--- config.mk ---
export PLATFORM = sky130hd
export DESIGN_NAME = ash_ctrl
export DESIGN_NICKNAME = d
export VERILOG_FILES = /design/src/rtl/ash_pkg.sv /design/src/rtl/ash_ctrl.sv
export SDC_FILE = /design/constraint.sdc
export NUM_CORES = 1
export LEC_CHECK = 0
export ABC_AREA = 1
export BUFFER_PORTS_ARGS = -buffer_cell sky130_fd_sc_hd__buf_2
export CAP_MARGIN = 30
export CORE_MARGIN = 1
export CORE_UTILIZATION = 23
export CTS_BUF_LIST = sky130_fd_sc_hd__clkbuf_16
export CTS_CLUSTER_SIZE = 12
export DETAILED_ROUTE_END_ITERATION = 12
export GPL_TIMING_DRIVEN = 0
export PLACE_DENSITY_LB_ADDON = 0.08
export SLEW_MARGIN = 0
export SYNTH_ARGS = -nofsm -noshare
export SYNTH_HDL_FRONTEND = slang
export SYNTH_SLANG_ARGS = --single-unit
--- constraint.sdc ---
create_clock -name clk -period 8.1 [get_ports clk]
set_input_delay 0 -clock clk [delete_from_list [all_inputs] [get_ports clk]]
set_output_delay 0 -clock clk [all_outputs]
set_load 0.005 [all_outputs]
--- src/rtl/ash_pkg.sv ---
// ============================================================================
// ash_pkg
// Shared types and constants of the sampled-address histogram.
// ============================================================================
`default_nettype none

package ash_pkg;

    localparam int ADDR_W  = 64;
    localparam int COUNT_W = 32;
    localparam int SUM_W   = 48;
    localparam int WORD_W  = ADDR_W + COUNT_W;

    localparam logic MODE_ADD  = 1'b0;
    localparam logic MODE_READ = 1'b1;

    typedef enum logic [2:0] {
        ST_ADDED   = 3'd0,
        ST_NEW     = 3'd1,
        ST_IGNORED = 3'd2,
        ST_FULL    = 3'd3,
        ST_READ    = 3'd4
    } status_t;

    typedef enum logic [1:0] {
        S_IDLE,
        S_START,
        S_SEARCH,
        S_READ
    } ctrl_state_t;

    typedef struct packed {
        logic                mode;
        logic [ADDR_W-1:0]   sample_address;
        logic [COUNT_W-1:0]  add_count;
        logic [5:0]          read_slot;
    } in_item_t;

    typedef struct packed {
        status_t             status;
        logic [5:0]          slot;
        logic                slot_valid;
        logic [ADDR_W-1:0]   slot_address;
        logic [COUNT_W-1:0]  slot_count;
        logic [6:0]          used_entries;
        logic [SUM_W-1:0]    total_samples;
    } out_item_t;

endpackage

`default_nettype wire

--- src/rtl/ash_ctrl.sv ---
// ============================================================================
// ash_ctrl
// Sequencer that searches the table, updates or appends entries, reads slots, and
// keeps the running entry and sample totals.
// ============================================================================
`default_nettype none

module ash_ctrl #(
    parameter int TABLE_ENTRIES = 64,
    parameter int IDX_W         = 6,
    parameter int CNT_W         = 7
) (
    input  wire logic                     clk,
    input  wire logic                     rst_n,
    input  wire logic                     req_valid,
    output logic                          req_ready,
    input  wire ash_pkg::in_item_t        req,
    output logic                          res_valid,
    input  wire logic                     res_ready,
    output ash_pkg::out_item_t            res,
    output logic                          mem_we,
    output logic [IDX_W-1:0]              mem_waddr,
    output logic [ash_pkg::WORD_W-1:0]    mem_wdata,
    output logic [IDX_W-1:0]              mem_raddr,
    input  wire logic [ash_pkg::WORD_W-1:0] mem_rdata
);

    import ash_pkg::*;

    ctrl_state_t         state_reg, state_next;
    in_item_t            item_reg, item_next;
    logic [IDX_W-1:0]    scan_reg, scan_next;
    logic [CNT_W-1:0]    total_reg, total_next;
    logic [SUM_W-1:0]    sum_reg, sum_next;
    logic                done_reg, done_next;
    status_t             status_reg, status_next;
    logic [5:0]          slot_reg, slot_next;
    logic                valid_reg, valid_next;
    logic [ADDR_W-1:0]   addr_reg, addr_next;
    logic [COUNT_W-1:0]  count_reg, count_next;

    logic [ADDR_W-1:0]   rd_addr;
    logic [COUNT_W-1:0]  rd_count;
    logic [COUNT_W:0]    cnt_add;
    logic [COUNT_W-1:0]  cnt_sat;
    logic [SUM_W:0]      sum_add;
    logic [SUM_W-1:0]    sum_sat;
    logic [31:0]         scan_ext;
    logic [31:0]         total_ext;
    logic [31:0]         rslot_ext;
    logic                is_full;
    logic                scan_last;

    assign rd_addr   = mem_rdata[WORD_W-1:COUNT_W];
    assign rd_count  = mem_rdata[COUNT_W-1:0];
    assign cnt_add   = {1'b0, rd_count} + {1'b0, item_reg.add_count};
    assign cnt_sat   = cnt_add[COUNT_W] ? '1 : cnt_add[COUNT_W-1:0];
    assign sum_add   = {1'b0, sum_reg} + (SUM_W+1)'(item_reg.add_count);
    assign sum_sat   = sum_add[SUM_W] ? '1 : sum_add[SUM_W-1:0];
    assign scan_ext  = 32'(scan_reg);
    assign total_ext = 32'(total_reg);
    assign rslot_ext = 32'(item_reg.read_slot);
    assign is_full   = (total_reg == CNT_W'(TABLE_ENTRIES));
    assign scan_last = ((CNT_W'(scan_reg) + CNT_W'(1)) == total_reg);

    always_ff @(posedge clk or negedge rst_n)
    begin
        if (!rst_n)
        begin
            state_reg <= S_IDLE;
            total_reg <= '0;
            sum_reg   <= '0;
            done_reg  <= 1'b0;
        end
        else
        begin
            state_reg <= state_next;
            total_reg <= total_next;
            sum_reg   <= sum_next;
            done_reg  <= done_next;
        end
    end

    always_ff @(posedge clk)
    begin
        item_reg   <= item_next;
        scan_reg   <= scan_next;
        status_reg <= status_next;
        slot_reg   <= slot_next;
        valid_reg  <= valid_next;
        addr_reg   <= addr_next;
        count_reg  <= count_next;
    end

    always_comb
    begin
        state_next  = state_reg;
        item_next   = item_reg;
        scan_next   = scan_reg;
        total_next  = total_reg;
        sum_next    = sum_reg;
        done_next   = done_reg;
        status_next = status_reg;
        slot_next   = slot_reg;
        valid_next  = valid_reg;
        addr_next   = addr_reg;
        count_next  = count_reg;
        req_ready   = 1'b0;
        mem_we      = 1'b0;
        mem_waddr   = total_reg[IDX_W-1:0];
        mem_wdata   = {item_reg.sample_address, item_reg.add_count};
        mem_raddr   = scan_reg;

        case (state_reg)
            S_IDLE:
            begin
                if (done_reg)
                begin
                    if (res_ready)
                    begin
                        done_next = 1'b0;
                    end
                end
                else
                begin
                    req_ready = 1'b1;
                    if (req_valid)
                    begin
                        item_next  = req;
                        state_next = S_START;
                    end
                end
            end

            S_START:
            begin
                status_next = ST_IGNORED;
                slot_next   = '0;
                valid_next  = 1'b0;
                addr_next   = '0;
                count_next  = '0;
                if (item_reg.mode == MODE_READ)
                begin
                    status_next = ST_READ;
                    slot_next   = item_reg.read_slot;
                    mem_raddr   = IDX_W'(item_reg.read_slot);
                    if (rslot_ext < total_ext)
                    begin
                        state_next = S_READ;
                    end
                    else
                    begin
                        done_next  = 1'b1;
                        state_next = S_IDLE;
                    end
                end
                else if (item_reg.sample_address == '0)
                begin
                    done_next  = 1'b1;
                    state_next = S_IDLE;
                end
                else if (total_reg == '0)
                begin
                    mem_we      = 1'b1;
                    total_next  = total_reg + CNT_W'(1);
                    sum_next    = sum_sat;
                    status_next = ST_NEW;
                    slot_next   = total_ext[5:0];
                    valid_next  = 1'b1;
                    addr_next   = item_reg.sample_address;
                    count_next  = item_reg.add_count;
                    done_next   = 1'b1;
                    state_next  = S_IDLE;
                end
                else
                begin
                    mem_raddr  = '0;
                    scan_next  = '0;
                    state_next = S_SEARCH;
                end
            end

            S_SEARCH:
            begin
                if (rd_addr == item_reg.sample_address)
                begin
                    mem_we      = 1'b1;
                    mem_waddr   = scan_reg;
                    mem_wdata   = {rd_addr, cnt_sat};
                    sum_next    = sum_sat;
                    status_next = ST_ADDED;
                    slot_next   = scan_ext[5:0];
                    valid_next  = 1'b1;
                    addr_next   = rd_addr;
                    count_next  = cnt_sat;
                    done_next   = 1'b1;
                    state_next  = S_IDLE;
                end
                else if (!scan_last)
                begin
                    scan_next = scan_reg + IDX_W'(1);
                    mem_raddr = scan_reg + IDX_W'(1);
                end
                else if (is_full)
                begin
                    status_next = ST_FULL;
                    done_next   = 1'b1;
                    state_next  = S_IDLE;
                end
                else
                begin
                    mem_we      = 1'b1;
                    total_next  = total_reg + CNT_W'(1);
                    sum_next    = sum_sat;
                    status_next = ST_NEW;
                    slot_next   = total_ext[5:0];
                    valid_next  = 1'b1;
                    addr_next   = item_reg.sample_address;
                    count_next  = item_reg.add_count;
                    done_next   = 1'b1;
                    state_next  = S_IDLE;
                end
            end

            S_READ:
            begin
                valid_next = 1'b1;
                addr_next  = rd_addr;
                count_next = rd_count;
                done_next  = 1'b1;
                state_next = S_IDLE;
            end

            default:
            begin
                state_next = S_IDLE;
            end
        endcase
    end

    assign res_valid          = done_reg;
    assign res.status         = status_reg;
    assign res.slot           = slot_reg;
    assign res.slot_valid     = valid_reg;
    assign res.slot_address   = addr_reg;
    assign res.slot_count     = count_reg;
    assign res.used_entries   = total_ext[6:0];
    assign res.total_samples  = sum_reg;

    a_total_bounded: assert property (@(posedge clk) disable iff (!rst_n)
        total_ext <= 32'(TABLE_ENTRIES))
        else $error("entry total exceeds table size");

    a_total_step: assert property (@(posedge clk) disable iff (!rst_n)
        (total_reg != $past(total_reg)) |-> (total_reg == $past(total_reg) + CNT_W'(1)))
        else $error("entry total moved by more than one");

    a_sum_monotonic: assert property (@(posedge clk) disable iff (!rst_n)
        sum_reg >= $past(sum_reg))
        else $error("sample sum decreased");

    a_write_when_busy: assert property (@(posedge clk) disable iff (!rst_n)
        mem_we |-> (state_reg == S_START || state_reg == S_SEARCH))
        else $error("table written outside an update");

    a_no_accept_pending: assert property (@(posedge clk) disable iff (!rst_n)
        done_reg |-> !req_ready)
        else $error("new transaction taken while a result is pending");

endmodule

`default_nettype wire

==> impl_metrics.tcl <==
set metrics [dict create \
    critical-path-top-delay-family "compound AO/OA/AOI/OAI gates" \
    htreeDepth 2 \
    max_cap_viol_count 0 \
    initial_core_util_pct 23.4 \
    clk_path_buf_depth 3 \
    vias 20181 \
    endpoint_kind "output port" \
    grt_max_degree 59 \
    drt_iter0_markers 1157 \
    seq_area_frac_synth_pct 41.7 \
    synth_seq_cells 273 \
    synth-edff-count 215 \
    grt_use_total_pct 20.9 \
    ir_drop_v 0.000150 \
    synth.area.top_cells "edfxtp_1 (34%), nand2_1 (19%), dfrtp_1 (7.7%), inv_1 (6.0%), nand3_1 (5.2%)" \
    slew_headroom_pct 39.8 \
    worstPathArrival_ps 4310 \
    cp_slowest_stage_delay_ps 610 \
    cts.repair.resized 0 \
    wirelength_mm 89.8 \
    nFillCells 8816 \
    layout_setup_ws_ps 3790 \
    cp.buffers_inverters 3 \
    clkSinkCount 273 \
    seq_area_um2 7910 \
    crit_chain "ha_1, fa_1, nand2_1, nand3_1, o21ai_0, inv_1, nand2_1, nand2_1, nand2_1, nand2_1, nand2_1, nand2_1, clkbuf_1, o21ai_0, o21ai_0, buf_2" \
    synthCells 2634 \
    wl_per_cell_um 20.1 \
    grt_overflow_total 0 \
    drt_first_pass_iters 6 \
    synth_async_sr_flop_share_pct 21.2 \
    syn_area_per_cell_um2 7.20 \
    skew_ps 25.6 \
    crit_required_ps 8100 \
    worstSkewPairLatency_ps 580 \
    core_um2 81100 \
    power_density_nw_per_um2 306 \
    setup_viol 0 \
    syn_area_um2 19000 \
    path_max_fanout 10 \
    cp_slowest_cell "o21ai_0" \
    clk_pin_slew_ps 60 \
    first_global_vias 20155 \
    dpl.hpwl_mm 73.8 \
    startpoint_type "flop" \
    gr-usage-met1_pct 26.3 \
    final_layout_size_suffix_gt1_share_pct 18.8 \
    dp_cells 4179 \
    finalCritPeriodShare_pct 53.2 \
    finalWeightedCongestion 0.923 \
    ff2ff_path_depth 15 \
    hold_path_depth 2 \
    top_usage_layer "met2" \
    p_leak_nw 13.0 \
    use_met3_pct 3.48 \
    cpMostUsedCell "nand2_1" \
    drc_errors 0 \
    largest_reg_flops 103 \
    fmax_mhz 232 \
    syn-num-nets 2916 \
    path_depth 16 \
    area_growth_pct 37.9 \
    final_net_count 3644 \
    grtUsageMet2_pct 36.5 \
    grt_pass1_wl_mm 129 \
    post_cts_buffers 0 \
    via_per_inst 4.53 \
    antenna_found_initial 5 \
    cts_made_buffers 38 \
    layout_common_cells "nand2_1 (979), buf_2 (484), inv_1 (314)" \
    hold_class "input pin to flop" \
    place_ws_ps 4200 \
    final_common_cell "nand2_1" \
    port_buffers 474 \
    worst_pin_slew_ps 904 \
    synth_warnings 0 \
    outcome "finished clean" \
    drtAntennaViolNets 0 \
    multi_input_area_um2 9210 \
    yosysTopAreaCell "edfxtp_1" \
    min_period_ps 4310 \
    dieArea_um2 83600 \
    finalHoldViolations 0 \
    rows 104 \
    clock-root-buffer "clkbuf_16" \
    die_height_um 289 \
    cts_hold_buffers 203 \
    io_pins 475 \
    rsz0062_at_grt "false" \
    cts_tree "yes" \
    yosysUniqueCellTypes 45 \
    critPathKind "flop to output port" \
    yosysTopAreaCellShare_pct 34.0 \
    finalMaxSlewViolations 0 \
    die_x_um 289 \
    final_cells 4456 \
    ys.flop_type "edfxtp_1" \
]
==> metal layers <==
metal	share of wire [%]	up-vias
li1	-	10016
met1	44	9531
met2	48	534
met3	5.4	100
met4	2.6	0
met5	0	-
==> cell type report <==
cell class	instances	share of cell area, %
antenna	4	0.0382
buffer	128	2.11
inverter	351	5.03
timing repair buffer	688	17.8
sequential	273	30.2
clock inverter	32	0.908
multi-input combinational	1882	35.2
clock buffer	38	3.63
tap	1060	5.07
==> final timing paths <==
kind	endpoint	slack (ps)	start
min in group asynchronous	sum_reg[0]	590	rst_n
worst min-delay path	item_reg[88]	130	req[88]
worst max register to register	count_reg[7]	4250	item_reg[6]
max in group asynchronous	sum_reg[30]	7200	rst_n
worst min register to register	sum_reg[19]	500	sum_reg[19]
worst max-delay path	mem_wdata[7]	3790	item_reg[6]
==> synth_stat cells (2+ instances only) <==
master       n
o21a_1      10
nand2_2     14
edfxtp_1   215
fa_1         2
nor2_1     205
nor2_2       3
o2111ai_1    2
clkinv_1     3
buf_6        3
nand3b_1     3
o21bai_1     2
a21oi_1     86
or2_2        3
buf_4        6
nor3_1      14
o211ai_1     5
nand3_2      2
inv_2       44
inv_1      304
dfrtp_1     58
clkbuf_1   106
xnor3_1      2
buf_2       11
o21ai_0     93
nand2_1    979
nor4_1       2
nand4_2      2
nor2_4       3
nand4_1     66
and2_1       2
ha_1        77
o221ai_1    50
nand3_1    199
a21o_1       3
xnor2_1     14
xor2_1      31
o21ai_2      2
==> through the flow <==
step | utilization [%] | instance area (µm²) | hold slack [ps] | power (mW) | TNS (ps)
4_1_cts | 32.3 | 26200 | 86.5 | 8.13 | 0
6_report | 32.3 | 26200 | 126 | 8.01 | 0
5_1_grt | 32.3 | 26200 | 119 | 8.61 | 0
3_3_place_gp | 28.0 | 22700 | 178 | 6.31 | -242890
2_1_floorplan | - | 19000 | -296 | 4.59 | 0
3_5_place_dp | 28.3 | 22900 | 38.5 | 6.33 | 0
==> power by group <==
part	internal, mW	switching [mW]	leakage (nW)
sequential	2.14	0.348	2.83
clock	0.950	0.704	0.619
combinational	1.37	2.50	9.54
total	4.45	3.55	13.0
==> worst reg2reg max path: cells and delay by family (launching register included) <==
family	cells	cell delay (ps)
adder cells (fa/ha/maj)	2	690
AND/OR/NAND/NOR	8	920
flip-flops	1	520
AO/OA/AOI/OAI	3	1020
buffers and inverters	2	420
==> kinds of logic after synthesis <==
kind of cell    after synthesis  share of synthesized area, %
flops                       273                          41.7
compound gates              256                          8.11
xor+xnor                     47                          2.31
buf+inv                     479                          9.85
simple gates               1500                          32.8
fa+ha+maj                    79                          5.29
No activity file was read; power rests on OpenSTA's default activity.
